$ cat src/design/cda_pkg.sv
package cda_pkg;

    localparam logic [13:0] YEAR_MAX   = 14'd9999;
    localparam logic [13:0] YEAR_RESET = 14'd2001;
    localparam logic [4:0]  DAY_RESET  = 5'd1;
    localparam logic [3:0]  MONTH_RESET = 4'd1;
    localparam logic [3:0]  MONTH_FEB  = 4'd2;
    localparam logic [3:0]  MONTH_DEC  = 4'd12;
    localparam logic [2:0]  WDAY_SAT   = 3'd5;
    localparam logic [2:0]  WDAY_SUN   = 3'd6;

    typedef enum logic [1:0] {
        ACT_SET     = 2'd0,
        ACT_ADD     = 2'd1,
        ACT_WORKDAY = 2'd2,
        ACT_NONE    = 2'd3
    } cda_action_t;

    typedef enum logic [1:0] {
        STS_OK       = 2'd0,
        STS_INVALID  = 2'd1,
        STS_OVERFLOW = 2'd2
    } cda_status_t;

    typedef enum logic [1:0] {
        GOAL_CHECK = 2'd0,
        GOAL_ADV   = 2'd1,
        GOAL_FINAL = 2'd2
    } cda_goal_t;

    typedef enum logic [3:0] {
        ST_IDLE,
        ST_YS_A,
        ST_YS_B,
        ST_YS_C,
        ST_CHECK,
        ST_ADV,
        ST_WS_A,
        ST_WS_B,
        ST_WSUM,
        ST_WMOD,
        ST_WDEC,
        ST_OUT
    } cda_state_t;

    // sequencer to datapath
    typedef struct packed {
        logic        in_ready;
        logic        accept;
        logic        out_valid;
        logic        leap_load;
        logic        restore;
        cda_status_t status_val;
        logic        adv_step;
        logic        wd_add_en;
        logic [1:0]  wd_add;
        logic        split_prev;
        logic        wsum_load;
        logic        wday_load;
        logic        commit;
    } cda_ctl_t;

    // datapath to sequencer
    typedef struct packed {
        logic       set_ok;
        logic       adv_more;
        logic       month_wrap;
        logic       year_max;
        logic [2:0] weekday;
    } cda_flags_t;

    function automatic logic [4:0] month_len(input logic [3:0] m, input logic leap);
        logic [4:0] len;
        case (m)
            4'd2:                      len = leap ? 5'd29 : 5'd28;
            4'd4, 4'd6, 4'd9, 4'd11:   len = 5'd30;
            default:                   len = 5'd31;
        endcase
        return len;
    endfunction

    // days before the first of month m in a common year
    function automatic logic [8:0] cum_days(input logic [3:0] m);
        logic [8:0] c;
        case (m)
            4'd2:    c = 9'd31;
            4'd3:    c = 9'd59;
            4'd4:    c = 9'd90;
            4'd5:    c = 9'd120;
            4'd6:    c = 9'd151;
            4'd7:    c = 9'd181;
            4'd8:    c = 9'd212;
            4'd9:    c = 9'd243;
            4'd10:   c = 9'd273;
            4'd11:   c = 9'd304;
            4'd12:   c = 9'd334;
            default: c = 9'd0;
        endcase
        return c;
    endfunction

    // floor(2.6*mm - 0.2) with mm counted from march
    function automatic logic [4:0] month_term(input logic [3:0] m);
        logic [4:0] t;
        case (m)
            4'd1:    t = 5'd28;
            4'd2:    t = 5'd31;
            4'd3:    t = 5'd2;
            4'd4:    t = 5'd5;
            4'd5:    t = 5'd7;
            4'd6:    t = 5'd10;
            4'd7:    t = 5'd12;
            4'd8:    t = 5'd15;
            4'd9:    t = 5'd18;
            4'd10:   t = 5'd20;
            4'd11:   t = 5'd23;
            4'd12:   t = 5'd25;
            default: t = 5'd0;
        endcase
        return t;
    endfunction

    // 8 = 1 mod 7, so octal digits fold
    function automatic logic [2:0] mod7(input logic [10:0] v);
        logic [4:0] s1;
        logic [3:0] s2;
        logic [3:0] s3;
        s1 = 5'(v[2:0]) + 5'(v[5:3]) + 5'(v[8:6]) + 5'(v[10:9]);
        s2 = 4'(s1[2:0]) + 4'(s1[4:3]);
        s3 = (s2 >= 4'd7) ? (s2 - 4'd7) : s2;
        return s3[2:0];
    endfunction

endpackage

$ cat src/design/cda_if.sv
interface cda_in_if #(
    parameter int COUNT_BITS = 10
);
    logic                  valid;
    logic                  ready;
    logic [1:0]            action;
    logic [4:0]            set_day;
    logic [3:0]            set_month;
    logic [13:0]           set_year;
    logic [COUNT_BITS-1:0] day_count;

    modport source (
        output valid, action, set_day, set_month, set_year, day_count,
        input  ready
    );
    modport sink (
        input  valid, action, set_day, set_month, set_year, day_count,
        output ready
    );
endinterface

interface cda_out_if;
    logic        valid;
    logic        ready;
    logic [4:0]  day_out;
    logic [3:0]  month_out;
    logic [13:0] year_out;
    logic [2:0]  weekday_out;
    logic [8:0]  year_day;
    logic        leap_flag;
    logic [1:0]  status;

    modport source (
        output valid, day_out, month_out, year_out, weekday_out, year_day,
               leap_flag, status,
        input  ready
    );
    modport sink (
        input  valid, day_out, month_out, year_out, weekday_out, year_day,
               leap_flag, status,
        output ready
    );
endinterface

$ cat src/design/cda_year_split.sv
module cda_year_split (
    input  logic        clk,
    input  logic [13:0] year,
    output logic [7:0]  cent,
    output logic [6:0]  rem,
    output logic        leap
);
    // year / 100 as (year * 5243) >> 19, exact over 14 bits
    localparam logic [12:0] RECIP_100 = 13'd5243;
    localparam int          RECIP_SHIFT = 19;

    logic [26:0] prod;
    logic [13:0] y1_reg, y1_next;
    logic [7:0]  q1_reg, q1_next;
    logic [13:0] diff;
    logic [7:0]  cent_reg, cent_next;
    logic [6:0]  rem_reg, rem_next;
    logic        leap_reg, leap_next;

    always_comb
    begin
        prod    = 27'(year) * 27'(RECIP_100);
        y1_next = year;
        q1_next = prod[RECIP_SHIFT+7:RECIP_SHIFT];
    end

    always_comb
    begin
        diff      = y1_reg - (14'(q1_reg) * 14'd100);
        cent_next = q1_reg;
        rem_next  = diff[6:0];
        if (diff == 14'd0)
        begin
            leap_next = (q1_reg[1:0] == 2'd0);
        end
        else
        begin
            leap_next = (y1_reg[1:0] == 2'd0);
        end
    end

    always_ff @(posedge clk)
    begin
        y1_reg   <= y1_next;
        q1_reg   <= q1_next;
        cent_reg <= cent_next;
        rem_reg  <= rem_next;
        leap_reg <= leap_next;
    end

    assign cent = cent_reg;
    assign rem  = rem_reg;
    assign leap = leap_reg;

endmodule

$ cat src/design/cda_ctrl.sv
module cda_ctrl (
    input  logic                clk,
    input  logic                rst_n,
    input  logic                in_valid,
    input  logic [1:0]          action,
    input  logic                out_ready,
    input  cda_pkg::cda_flags_t flags,
    output cda_pkg::cda_ctl_t   ctl
);
    import cda_pkg::*;

    cda_state_t  state_reg, state_next;
    cda_goal_t   goal_reg, goal_next;
    cda_action_t act_reg, act_next;
    logic [1:0]  phase_reg, phase_next;
    logic        skip_ok;
    logic        adv_fail;

    assign skip_ok  = (act_reg == ACT_WORKDAY) && (phase_reg != 2'd2);
    assign adv_fail = flags.adv_more && flags.month_wrap && flags.year_max;

    // next state
    always_comb
    begin
        state_next = state_reg;
        goal_next  = goal_reg;
        act_next   = act_reg;
        phase_next = phase_reg;
        case (state_reg)
            ST_IDLE:
            begin
                if (in_valid)
                begin
                    act_next   = cda_action_t'(action);
                    phase_next = 2'd0;
                    state_next = ST_YS_A;
                    case (cda_action_t'(action))
                        ACT_SET:     goal_next = GOAL_CHECK;
                        ACT_ADD:     goal_next = GOAL_ADV;
                        ACT_WORKDAY: goal_next = GOAL_ADV;
                        default:     goal_next = GOAL_FINAL;
                    endcase
                end
            end
            ST_YS_A: state_next = ST_YS_B;
            ST_YS_B: state_next = ST_YS_C;
            ST_YS_C:
            begin
                case (goal_reg)
                    GOAL_CHECK: state_next = ST_CHECK;
                    GOAL_ADV:   state_next = ST_ADV;
                    default:    state_next = ST_WS_A;
                endcase
            end
            ST_CHECK:
            begin
                if (flags.set_ok)
                begin
                    state_next = ST_WS_A;
                end
                else
                begin
                    goal_next  = GOAL_FINAL;
                    state_next = ST_YS_A;
                end
            end
            ST_ADV:
            begin
                if (!flags.adv_more)
                begin
                    state_next = ST_WS_A;
                end
                else if (adv_fail)
                begin
                    goal_next  = GOAL_FINAL;
                    phase_next = 2'd2;
                    state_next = ST_YS_A;
                end
                else if (flags.month_wrap)
                begin
                    goal_next  = GOAL_ADV;
                    state_next = ST_YS_A;
                end
            end
            ST_WS_A: state_next = ST_WS_B;
            ST_WS_B: state_next = ST_WSUM;
            ST_WSUM: state_next = ST_WMOD;
            ST_WMOD: state_next = ST_WDEC;
            ST_WDEC:
            begin
                if (skip_ok && phase_reg == 2'd0 && flags.weekday == WDAY_SAT)
                begin
                    phase_next = 2'd1;
                    state_next = ST_ADV;
                end
                else if (skip_ok && flags.weekday == WDAY_SUN)
                begin
                    phase_next = 2'd2;
                    state_next = ST_ADV;
                end
                else
                begin
                    state_next = ST_OUT;
                end
            end
            ST_OUT:
            begin
                if (out_ready)
                begin
                    state_next = ST_IDLE;
                end
            end
            default: state_next = ST_IDLE;
        endcase
    end

    // outputs
    always_comb
    begin
        ctl = '0;
        ctl.status_val = STS_OK;
        case (state_reg)
            ST_IDLE:
            begin
                ctl.in_ready = 1'b1;
                ctl.accept   = in_valid;
            end
            ST_YS_C: ctl.leap_load = 1'b1;
            ST_CHECK:
            begin
                if (!flags.set_ok)
                begin
                    ctl.restore    = 1'b1;
                    ctl.status_val = STS_INVALID;
                end
            end
            ST_ADV:
            begin
                if (adv_fail)
                begin
                    ctl.restore    = 1'b1;
                    ctl.status_val = STS_OVERFLOW;
                end
                else
                begin
                    ctl.adv_step = flags.adv_more;
                end
            end
            ST_WS_A: ctl.split_prev = 1'b1;
            ST_WS_B: ctl.split_prev = 1'b1;
            ST_WSUM: ctl.wsum_load  = 1'b1;
            ST_WMOD: ctl.wday_load  = 1'b1;
            ST_WDEC:
            begin
                if (skip_ok && phase_reg == 2'd0 && flags.weekday == WDAY_SAT)
                begin
                    ctl.wd_add_en = 1'b1;
                    ctl.wd_add    = 2'd2;
                end
                else if (skip_ok && flags.weekday == WDAY_SUN)
                begin
                    ctl.wd_add_en = 1'b1;
                    ctl.wd_add    = 2'd1;
                end
                else
                begin
                    ctl.commit = 1'b1;
                end
            end
            ST_OUT: ctl.out_valid = 1'b1;
            default: ctl.out_valid = 1'b0;
        endcase
    end

    always_ff @(posedge clk or negedge rst_n)
    begin
        if (!rst_n)
        begin
            state_reg <= ST_IDLE;
            goal_reg  <= GOAL_FINAL;
            act_reg   <= ACT_NONE;
            phase_reg <= 2'd0;
        end
        else
        begin
            state_reg <= state_next;
            goal_reg  <= goal_next;
            act_reg   <= act_next;
            phase_reg <= phase_next;
        end
    end

endmodule

$ cat src/design/calendar_date_advance.sv
// channel | role | payload
// --------+------+----------------------------------------------------------
// cmd     | sink | action, set_day, set_month, set_year, day_count
// res     | src  | day_out, month_out, year_out, weekday_out, year_day,
//         |      | leap_flag, status
//
// one transaction at a time; cmd.ready is high only while idle
// set checks the date; add and next workday walk it a month at a time and rerun
// the year splitter (shared with the weekday sum) at each year boundary; a refused
// set or add restores the committed date; a weekend skip walks on to the monday
// reset gives 2001-01-01; no memory, no clearing pass
// a result is held on res until taken; a stalled res holds the block
module calendar_date_advance #(
    parameter int COUNT_BITS = 10
) (
    input logic      clk,
    input logic      rst_n,
    cda_in_if.sink   cmd,
    cda_out_if.source res
);
    import cda_pkg::*;

    // working day must hold the current day plus the largest count
    localparam int DW = ((COUNT_BITS > 5) ? COUNT_BITS : 5) + 1;

    cda_ctl_t   ctl;
    cda_flags_t flags;

    // committed date
    logic [4:0]  cur_day_reg, cur_day_next;
    logic [3:0]  cur_month_reg, cur_month_next;
    logic [13:0] cur_year_reg, cur_year_next;

    // working date under the walk
    logic [DW-1:0] wd_reg, wd_next;
    logic [3:0]    wm_reg, wm_next;
    logic [13:0]   wy_reg, wy_next;
    logic          leap_reg, leap_next;
    cda_status_t   status_reg, status_next;
    logic [10:0]   wsum_reg, wsum_next;
    logic [2:0]    wday_reg, wday_next;

    logic [4:0]  len;
    logic [13:0] split_year;
    logic [7:0]  cent;
    logic [6:0]  rem;
    logic        split_leap;
    logic [2:0]  w7;
    logic [8:0]  doy;

    cda_ctrl u_ctrl (
        .clk       (clk),
        .rst_n     (rst_n),
        .in_valid  (cmd.valid),
        .action    (cmd.action),
        .out_ready (res.ready),
        .flags     (flags),
        .ctl       (ctl)
    );

    // jan and feb take the weekday from the previous year
    assign split_year = (ctl.split_prev && wm_reg <= MONTH_FEB) ? (wy_reg - 14'd1) : wy_reg;

    cda_year_split u_split (
        .clk  (clk),
        .year (split_year),
        .cent (cent),
        .rem  (rem),
        .leap (split_leap)
    );

    // month length of the working month, leap_reg tracks wy_reg
    assign len = month_len(wm_reg, leap_reg);

    always_comb
    begin
        flags.adv_more   = (wd_reg > DW'(len));
        flags.month_wrap = (wm_reg >= MONTH_DEC);
        flags.year_max   = (wy_reg >= YEAR_MAX);
        flags.weekday    = wday_reg;
        flags.set_ok     = (wm_reg >= 4'd1) && (wm_reg <= MONTH_DEC)
                        && (wy_reg >= 14'd1) && (wy_reg <= YEAR_MAX)
                        && (wd_reg != '0) && (wd_reg <= DW'(len));
    end

    // working date update
    always_comb
    begin
        wd_next     = wd_reg;
        wm_next     = wm_reg;
        wy_next     = wy_reg;
        status_next = status_reg;
        if (ctl.accept)
        begin
            status_next = STS_OK;
            wm_next     = cur_month_reg;
            wy_next     = cur_year_reg;
            case (cda_action_t'(cmd.action))
                ACT_SET:
                begin
                    wd_next = DW'(cmd.set_day);
                    wm_next = cmd.set_month;
                    wy_next = cmd.set_year;
                end
                ACT_ADD:     wd_next = DW'(cur_day_reg) + DW'(cmd.day_count);
                ACT_WORKDAY: wd_next = DW'(cur_day_reg) + DW'(1);
                default:     wd_next = DW'(cur_day_reg);
            endcase
        end
        else if (ctl.restore)
        begin
            wd_next     = DW'(cur_day_reg);
            wm_next     = cur_month_reg;
            wy_next     = cur_year_reg;
            status_next = ctl.status_val;
        end
        else if (ctl.adv_step)
        begin
            // one month per cycle, pausing for the year split after a year wrap
            wd_next = wd_reg - DW'(len);
            if (flags.month_wrap)
            begin
                wm_next = 4'd1;
                wy_next = wy_reg + 14'd1;
            end
            else
            begin
                wm_next = wm_reg + 4'd1;
            end
        end
        else if (ctl.wd_add_en)
        begin
            // weekend skip
            wd_next = wd_reg + DW'(ctl.wd_add);
        end
    end

    assign leap_next = ctl.leap_load ? split_leap : leap_reg;

    // congruence: d + month term + r + r/4 + c/4 + 5c
    always_comb
    begin
        wsum_next = wsum_reg;
        if (ctl.wsum_load)
        begin
            wsum_next = 11'(wd_reg[4:0]) + 11'(month_term(wm_reg)) + 11'(rem)
                      + 11'(rem[6:2]) + 11'(cent[7:2])
                      + {1'b0, cent, 2'b00} + 11'(cent);
        end
    end

    // sunday-based to monday-based
    assign w7 = mod7(wsum_reg);

    always_comb
    begin
        wday_next = wday_reg;
        if (ctl.wday_load)
        begin
            wday_next = (w7 == 3'd0) ? 3'd6 : (w7 - 3'd1);
        end
    end

    always_comb
    begin
        cur_day_next   = cur_day_reg;
        cur_month_next = cur_month_reg;
        cur_year_next  = cur_year_reg;
        if (ctl.commit)
        begin
            cur_day_next   = wd_reg[4:0];
            cur_month_next = wm_reg;
            cur_year_next  = wy_reg;
        end
    end

    always_ff @(posedge clk or negedge rst_n)
    begin
        if (!rst_n)
        begin
            cur_day_reg   <= DAY_RESET;
            cur_month_reg <= MONTH_RESET;
            cur_year_reg  <= YEAR_RESET;
        end
        else
        begin
            cur_day_reg   <= cur_day_next;
            cur_month_reg <= cur_month_next;
            cur_year_reg  <= cur_year_next;
        end
    end

    always_ff @(posedge clk)
    begin
        wd_reg     <= wd_next;
        wm_reg     <= wm_next;
        wy_reg     <= wy_next;
        leap_reg   <= leap_next;
        status_reg <= status_next;
        wsum_reg   <= wsum_next;
        wday_reg   <= wday_next;
    end

    // day of year from the cumulative month table
    assign doy = cum_days(cur_month_reg) + 9'(cur_day_reg)
               + 9'(leap_reg && (cur_month_reg > MONTH_FEB));

    assign cmd.ready       = ctl.in_ready;
    assign res.valid       = ctl.out_valid;
    assign res.day_out     = cur_day_reg;
    assign res.month_out   = cur_month_reg;
    assign res.year_out    = cur_year_reg;
    assign res.weekday_out = wday_reg;
    assign res.year_day    = doy;
    assign res.leap_flag   = leap_reg;
    assign res.status      = status_reg;

endmodule
$ cat src/flat_wrapper.sv
// flat-port wrapper written by rule: the top's interface ports become plain ports
module calendar_date_advance_flat import cda_pkg::*;
#(
    parameter int COUNT_BITS = 10
)
  (clk, rst_n, cmd_valid, cmd_action, cmd_set_day, cmd_set_month, cmd_set_year, cmd_day_count, cmd_ready, res_valid, res_day_out, res_month_out, res_year_out, res_weekday_out, res_year_day, res_leap_flag, res_status, res_ready);
  cda_in_if #(.COUNT_BITS(COUNT_BITS)) cmd_i ();
  cda_out_if res_i ();
  input logic clk;
  input logic rst_n;
  input wire logic [$bits(cmd_i.valid)-1:0] cmd_valid;
  input wire logic [$bits(cmd_i.action)-1:0] cmd_action;
  input wire logic [$bits(cmd_i.set_day)-1:0] cmd_set_day;
  input wire logic [$bits(cmd_i.set_month)-1:0] cmd_set_month;
  input wire logic [$bits(cmd_i.set_year)-1:0] cmd_set_year;
  input wire logic [$bits(cmd_i.day_count)-1:0] cmd_day_count;
  output wire logic [$bits(cmd_i.ready)-1:0] cmd_ready;
  output wire logic [$bits(res_i.valid)-1:0] res_valid;
  output wire logic [$bits(res_i.day_out)-1:0] res_day_out;
  output wire logic [$bits(res_i.month_out)-1:0] res_month_out;
  output wire logic [$bits(res_i.year_out)-1:0] res_year_out;
  output wire logic [$bits(res_i.weekday_out)-1:0] res_weekday_out;
  output wire logic [$bits(res_i.year_day)-1:0] res_year_day;
  output wire logic [$bits(res_i.leap_flag)-1:0] res_leap_flag;
  output wire logic [$bits(res_i.status)-1:0] res_status;
  input wire logic [$bits(res_i.ready)-1:0] res_ready;
  assign cmd_i.valid = cmd_valid;
  assign cmd_i.action = cmd_action;
  assign cmd_i.set_day = cmd_set_day;
  assign cmd_i.set_month = cmd_set_month;
  assign cmd_i.set_year = cmd_set_year;
  assign cmd_i.day_count = cmd_day_count;
  assign cmd_ready = cmd_i.ready;
  assign res_valid = res_i.valid;
  assign res_day_out = res_i.day_out;
  assign res_month_out = res_i.month_out;
  assign res_year_out = res_i.year_out;
  assign res_weekday_out = res_i.weekday_out;
  assign res_year_day = res_i.year_day;
  assign res_leap_flag = res_i.leap_flag;
  assign res_status = res_i.status;
  assign res_i.ready = res_ready;
  calendar_date_advance #(.COUNT_BITS(COUNT_BITS)) u_core (.clk(clk), .rst_n(rst_n), .cmd(cmd_i), .res(res_i));
endmodule
$ cat config.mk
export PLATFORM = sky130hd
export DESIGN_NAME = calendar_date_advance_flat
export DESIGN_NICKNAME = d
export VERILOG_FILES = /design/src/design/cda_pkg.sv /design/src/design/cda_if.sv /design/src/design/cda_year_split.sv /design/src/design/cda_ctrl.sv /design/src/design/calendar_date_advance.sv /design/src/flat_wrapper.sv
export SDC_FILE = /design/constraint.sdc
export NUM_CORES = 1
export LEC_CHECK = 0
export ABC_AREA = 1
export BUFFER_PORTS_ARGS = -buffer_cell sky130_fd_sc_hd__buf_2
export CORE_UTILIZATION = 43
export DETAILED_ROUTE_END_ITERATION = 12
export SLEW_MARGIN = 20
export SYNTH_ARGS = -nofsm -noshare
export SYNTH_HDL_FRONTEND = slang
export SYNTH_SLANG_ARGS = --single-unit
export TNS_END_PERCENT = 20
$ cat constraint.sdc
create_clock -name clk -period 7.5 [get_ports clk]
set_clock_uncertainty 0.05 [all_clocks]
set_input_delay 0.75 -clock clk [delete_from_list [all_inputs] [get_ports clk]]
set_output_delay 0.75 -clock clk [all_outputs]
set_load 0.005 [all_outputs]
* Word-level counts from Yosys, hierarchy flattened *
Memories as Yosys holds them, arrays and structs flattened. A register that Yosys moved wholly into a read port is not among the register bits.
Index checks and enable logic that the tools add are counted.

operators by class
  add/subtract/negate cells = 22
  multipliers = 2
  order comparisons = 11
  equal/unequal tests = 31
  mux-type cells = 62
  reduce and logical (&&, ||, !) cells = 35

operators by type and width
  cell                                                                    count
  14-bit 2-to-1 mux                                                       6
  4-bit 2-to-1 mux                                                        13
  4-bit one-hot mux with 12 select lines                                  1
  11-bit 2-to-1 mux                                                       4
  11-bit one-hot mux with 3 select lines                                  1
  14-bit by 13-bit multiplier with 27-bit output, second input constant   1
  4-bit by 3-bit equality test with 1-bit output, second input constant   6
  4-bit equality test, second input constant                              6
  2-bit 2-to-1 mux                                                        11
  3-bit 2-to-1 mux                                                        7
  14-bit by 1-bit adder with 14-bit output, second input constant         1
  14-bit by 1-bit >= comparator with 1-bit output, second input constant  1
  14-bit >= comparator, second input constant                             1
  14-bit <= comparator, second input constant                             1
  14-bit zero test                                                        1
  14-bit by 1-bit subtractor with 14-bit output, second input constant    1
  14-bit subtractor                                                       1
  1-bit logical AND                                                       13
  4-bit by 2-bit equality test with 1-bit output, second input constant   3
  8-bit by 5-bit multiplier with 12-bit output, second input constant     1
  1-bit 2-to-1 mux                                                        12
  2-bit inequality test, second input constant                            6
  2-bit one-hot mux with 3 select lines                                   2
  3-bit nonzero test                                                      4
  47 further kinds                                                        59

storage, ports and cells
  register bits = 117
  ROM bits = 224
  input port bits = 39
  output and inout port bits = 40
  word-level logic and storage cells = 184
  memories = 2

memory list
  name              words  width  read ports  clocked after Yosys merged registers in  wr ports  RTL line        source
  (name not given)  16     9      1           0                                        0         cda_pkg.sv:85   case (m)
  (name not given)  16     5      1           1                                        0         cda_pkg.sv:105  case (m)

* Logic depth before layout (Yosys ltp) *
  depth in word-level cells = 12
  gate-level depth with buffers = 34

* Hierarchy *
From an unflattened synthesis, not the netlist that was laid out.

unflattened totals
  cells, all modules = 1747
  area total of the unflattened synthesis = 13653.1 um^2

modules (own cells, without submodules)
  module                 instances  cells each  area each (um^2)  sequential area each (um^2)
  calendar_date_advance  1          924         7065.5            2048.2
  cda_year_split         1          696         5789.3            760.7
  cda_ctrl               1          127         798.3             254.0

* Worst setup path before layout *
No wires, ideal clock.

  kind = register to register
  from = reg u_core.wm_reg[0]
  to = reg u_core.u_split.q1_reg[7], in the netlist u_core.u_split.cent_next[7]
  setup time = 0.072 ns
  data arrival time = 6.004 ns
  data required time = 7.378 ns
  setup slack = 1.374 ns
  stages on the path, launching flop included = 26
  buffers on the path = 0
  path through = edfxtp_1 -> inv_1 -> ha_1 -> nor2_1 -> nor3_4 -> nand3_2 -> nor2_2 -> inv_2 -> nor2_4 -> and3_4 -> nand3_1 -> xor2_1 -> fa_1 -> ha_1 -> fa_1 -> inv_1 -> fa_1 -> fa_1 -> inv_1 -> ha_1 -> a21oi_1 -> o21ai_0 -> a22oi_1 -> nand3_1 -> a211oi_1 -> xor2_1

on the way
  word-level cells in the longest chain between the ends = 4

RTL lines
  element                                         RTL line                      source
  from (decl)                                     calendar_date_advance.sv:36   logic [3:0] wm_reg, wm_next;
  from (signal assigned)                          calendar_date_advance.sv:196  wm_reg <= wm_next;
  4-bit by 2-bit <= comparator with 1-bit output  calendar_date_advance.sv:62   assign split_year = (ctl.split_prev && wm_reg <= MONTH_FEB) ? (wy_reg - 14'd1) : wy_reg;
  1-bit logical AND                               calendar_date_advance.sv:62
  14-bit 2-to-1 mux                               calendar_date_advance.sv:62
  net u_core.split_year[13]                       calendar_date_advance.sv:44   logic [13:0] split_year;
  14-bit by 13-bit multiplier with 27-bit output  cda_year_split.sv:22          prod = 27'(year) * 27'(RECIP_100);
  net u_core.u_split.prod[26]                     cda_year_split.sv:12          logic [26:0] prod;
  to (signal assigned)                            cda_year_split.sv:45          q1_reg <= q1_next;
  to (decl)                                       cda_year_split.sv:14          logic [7:0] q1_reg, q1_next;

The timed path passes the listed nets, and every way through them passes these cells.
A chain may end at the register's enable or synchronous reset.

* Worst setup path in the final report *
Ends and elaborated chain as after synthesis.

==> results.sh <==
export IMPL_outcome="completed"
export IMPL_worstMarginPinSlew_ns=0.915
export IMPL_drtIter0Drc=565
export IMPL_synthDominantCellAreaShare_pct=19.2
export IMPL_path_delay_family="adder cells"
export IMPL_crit_path_end_kind="register"
export IMPL_vias=10713
export IMPL_htree_levels=4
export IMPL_holdBufCountCts=0
export IMPL_hp_class="register to register"
export IMPL_drcViolationCount=0
export IMPL_cap_violations=0
export IMPL_dp_hpwl_um=25900
export IMPL_syn_area_um2=13500
export IMPL_cts_root_buf="clkbuf_16"
export IMPL_worst_path_largest_cell_delay_ns=0.54
export IMPL_vias_per_cell=5.04
export IMPL_period_share_pct=87.8
export IMPL_num_io_pins=79
export IMPL_setup_tns_ns=0
export IMPL_slowest_stage="fa_1"
export IMPL_synthArstFlopShare_pct=27.0
export IMPL_startpoint_type="register"
export IMPL_report_final_slew_viol_count=0
export IMPL_rsz0062_at_grt="false"
export IMPL_criticalPathCategory="register to register"
export IMPL_post_cts_resized=0
export IMPL_final_util_pct=48.5
export IMPL_initial_utilization_pct=43.9
export IMPL_die_x_um=179
export IMPL_worst_path_max_fanout=9
export IMPL_synth_cell_types=58
export IMPL_crit_required_ns=7.81
export IMPL_overflow=0
export IMPL_yosysWarnings=0
export IMPL_gp_congestion=0.867
export IMPL_hold_viol_final=0
export IMPL_antenna_left=0
export IMPL_drive_gt1_share_pct=12.0
export IMPL_min_period_ns=6.58
export IMPL_core_um2=30700
export IMPL_first_pass_iters=5
export IMPL_numCtsBuffers=17
export IMPL_wl_um=31300
export IMPL_grt_total_usage_pct=21.1
export IMPL_clk_pin_slew_worst_paths_ns=0.06
export IMPL_numPortBuffers=78
export IMPL_clockBufferDepth=2
export IMPL_worstPathArrival_ns=6.89
export IMPL_ys_seq_area_share_pct=22.8
export IMPL_syn_area_per_cell_um2=8.21
export IMPL_ys_ff_latch=122
export IMPL_rows=64
export IMPL_synth_area_leaders="ha_1 (19%), fa_1 (14%), edfxtp_1 (9.8%), inv_1 (8.5%), nand2_1 (7.1%)"
export IMPL_grt_pass1_vias=11038
export IMPL_synth_edf_count=44
export IMPL_die_area_um2=32000
export IMPL_path_buf_inv=4
export IMPL_synth_top_area_cell="ha_1"
export IMPL_cts_tree="done"
export IMPL_setup_viol=0
export IMPL_antenna_found_initial=1
export IMPL_synthesis_nets=1980
export IMPL_area_delta_synth_final_pct=10.5
export IMPL_grt_first_pass_wirelength_um=53200
export IMPL_post_cts_setup_buffer_count=0
export IMPL_nets=2058
export IMPL_die_y_um=179
export IMPL_grt_max_degree=50
export IMPL_routedWlPerCell_um=14.7
export IMPL_max_slew_margin_pct=38.8
export IMPL_clk_latency_ns=0.43
export IMPL_postSynthCellCount=1638
export IMPL_crit_chain="inv_1 -> ha_1 -> nor2_1 -> nor3_4 -> nand2_1 -> nor2_1 -> nand4_1 -> xor2_1 -> inv_1 -> ha_1 -> fa_1 -> fa_1 -> fa_1 -> inv_1 -> fa_1 -> inv_1 -> ha_1 -> a21oi_1 -> o21ai_0 -> a32oi_1 -> nand3_1 -> a211oi_1 -> xor2_1"
export IMPL_synth_top_flop_cell="dfxtp_1"
export IMPL_whs_ns=0.328
export IMPL_timing_fmax_mhz=152
export IMPL_cts_num_sinks=122
layer usage:
metal / up-vias / track usage [%] / part of all wire [%]
li1: 5447 / - / -
met1: 5083 / 26.7 / 46
met2: 148 / 37.1 / 50
met3: 35 / 2.74 / 2.9
met4: 0 / 6.57 / 1.8
met5: - / 0 / 0
layout by cell type, fill, tap and decap left out, types with 21 or more instances in the layout:
cell type    n
inv_1      303
nand3_1     75
o21ai_0    113
nand2_1    254
xor2_1      53
buf_2       78
ha_1       206
dfrtp_1     21
fa_1        97
a21oi_1     91
nor2_1     107
edfxtp_1    44
dfxtp_1     45
worst paths after layout:
| check | end | cells after the start | slack [ns] | from |
|---|---|---|---|---|
| min in group asynchronous | u_core.res.year_out[5] | 1 | 0.38 | rst_n |
| worst min register to register | u_core.u_split.rem[1] | 0 | 0.33 | u_core.u_split.y1_reg[1] |
| worst max register to register | u_core.u_split.cent_next[7] | 23 | 0.92 | u_core.wm_reg[0] |
| max in group asynchronous | u_core.u_ctrl.state_reg[1] | 1 | 6.44 | rst_n |
| worst min-delay path | u_core.u_split.rem[1] | 0 | 0.33 | u_core.u_split.y1_reg[1] |
| worst max-delay path | u_core.u_split.cent_next[7] | 23 | 0.92 | u_core.wm_reg[0] |
cell usage after synthesis (6+ instances only):
| cell type | number |
|---|---|
| a21o_1 | 8 |
| a21oi_1 | 91 |
| a31oi_1 | 6 |
| buf_2 | 9 |
| clkbuf_1 | 17 |
| dfrtp_1 | 21 |
| dfstp_2 | 12 |
| dfxtp_1 | 45 |
| edfxtp_1 | 44 |
| fa_1 | 97 |
| ha_1 | 206 |
| inv_1 | 303 |
| inv_2 | 20 |
| nand2_1 | 254 |
| nand2_2 | 7 |
| nand3_1 | 75 |
| nand4_1 | 11 |
| nor2_1 | 109 |
| nor2_2 | 12 |
| nor3_1 | 14 |
| o211ai_1 | 6 |
| o21ai_0 | 113 |
| o21bai_1 | 6 |
| o22ai_1 | 6 |
| or2_2 | 9 |
| xnor2_1 | 15 |
| xor2_1 | 53 |
cell families after synthesis:
kind of cell	after synthesis	synth area share [%]
buf+inv	354	10.1
simple gates	524	17.9
flops	122	22.8
fa+ha+maj	303	33.6
compound gates	265	10.9
mux	1	0.0744
xor+xnor	69	4.63
metrics by stage:
stage          worst slack [ns]  cells  instance area, µm²
6_report                  0.917   2126               14900
5_1_grt                   0.312   2126               14900
4_1_cts                   0.941   2125               14900
3_5_place_dp              0.955   2093               14300
3_3_place_gp               1.14   2093               14300
2_1_floorplan              1.37   1638               13500
worst reg2reg max path, stage by stage (launching register included):
cell	delay [ns]
edfxtp_1	0.52
inv_1	0.17
ha_1	0.21
nor2_1	0.08
nor3_4	0.37
nand2_1	0.16
nor2_1	0.19
nand4_1	0.13
xor2_1	0.46
inv_1	0.22
ha_1	0.38
fa_1	0.54
fa_1	0.46
fa_1	0.49
inv_1	0.05
fa_1	0.53
inv_1	0.04
ha_1	0.31
a21oi_1	0.17
o21ai_0	0.12
a32oi_1	0.19
nand3_1	0.21
a211oi_1	0.30
xor2_1	0.16
layout make-up:
type / count / area [µm²]
inverters: 326 / 1230
repair buffers: 87 / 458
diodes: 1 / 2.50
fillers: 3068 / 15800
well taps: 396 / 495
clock buffers: 19 / 454
clock inverters: 13 / 128
multi-input cells: 1162 / 9030
flip-flops and latches: 122 / 3060
Power is left out: the tool's default activity adds up to more than one toggle a clock period on the data nets, which glitch-free logic cannot reach.
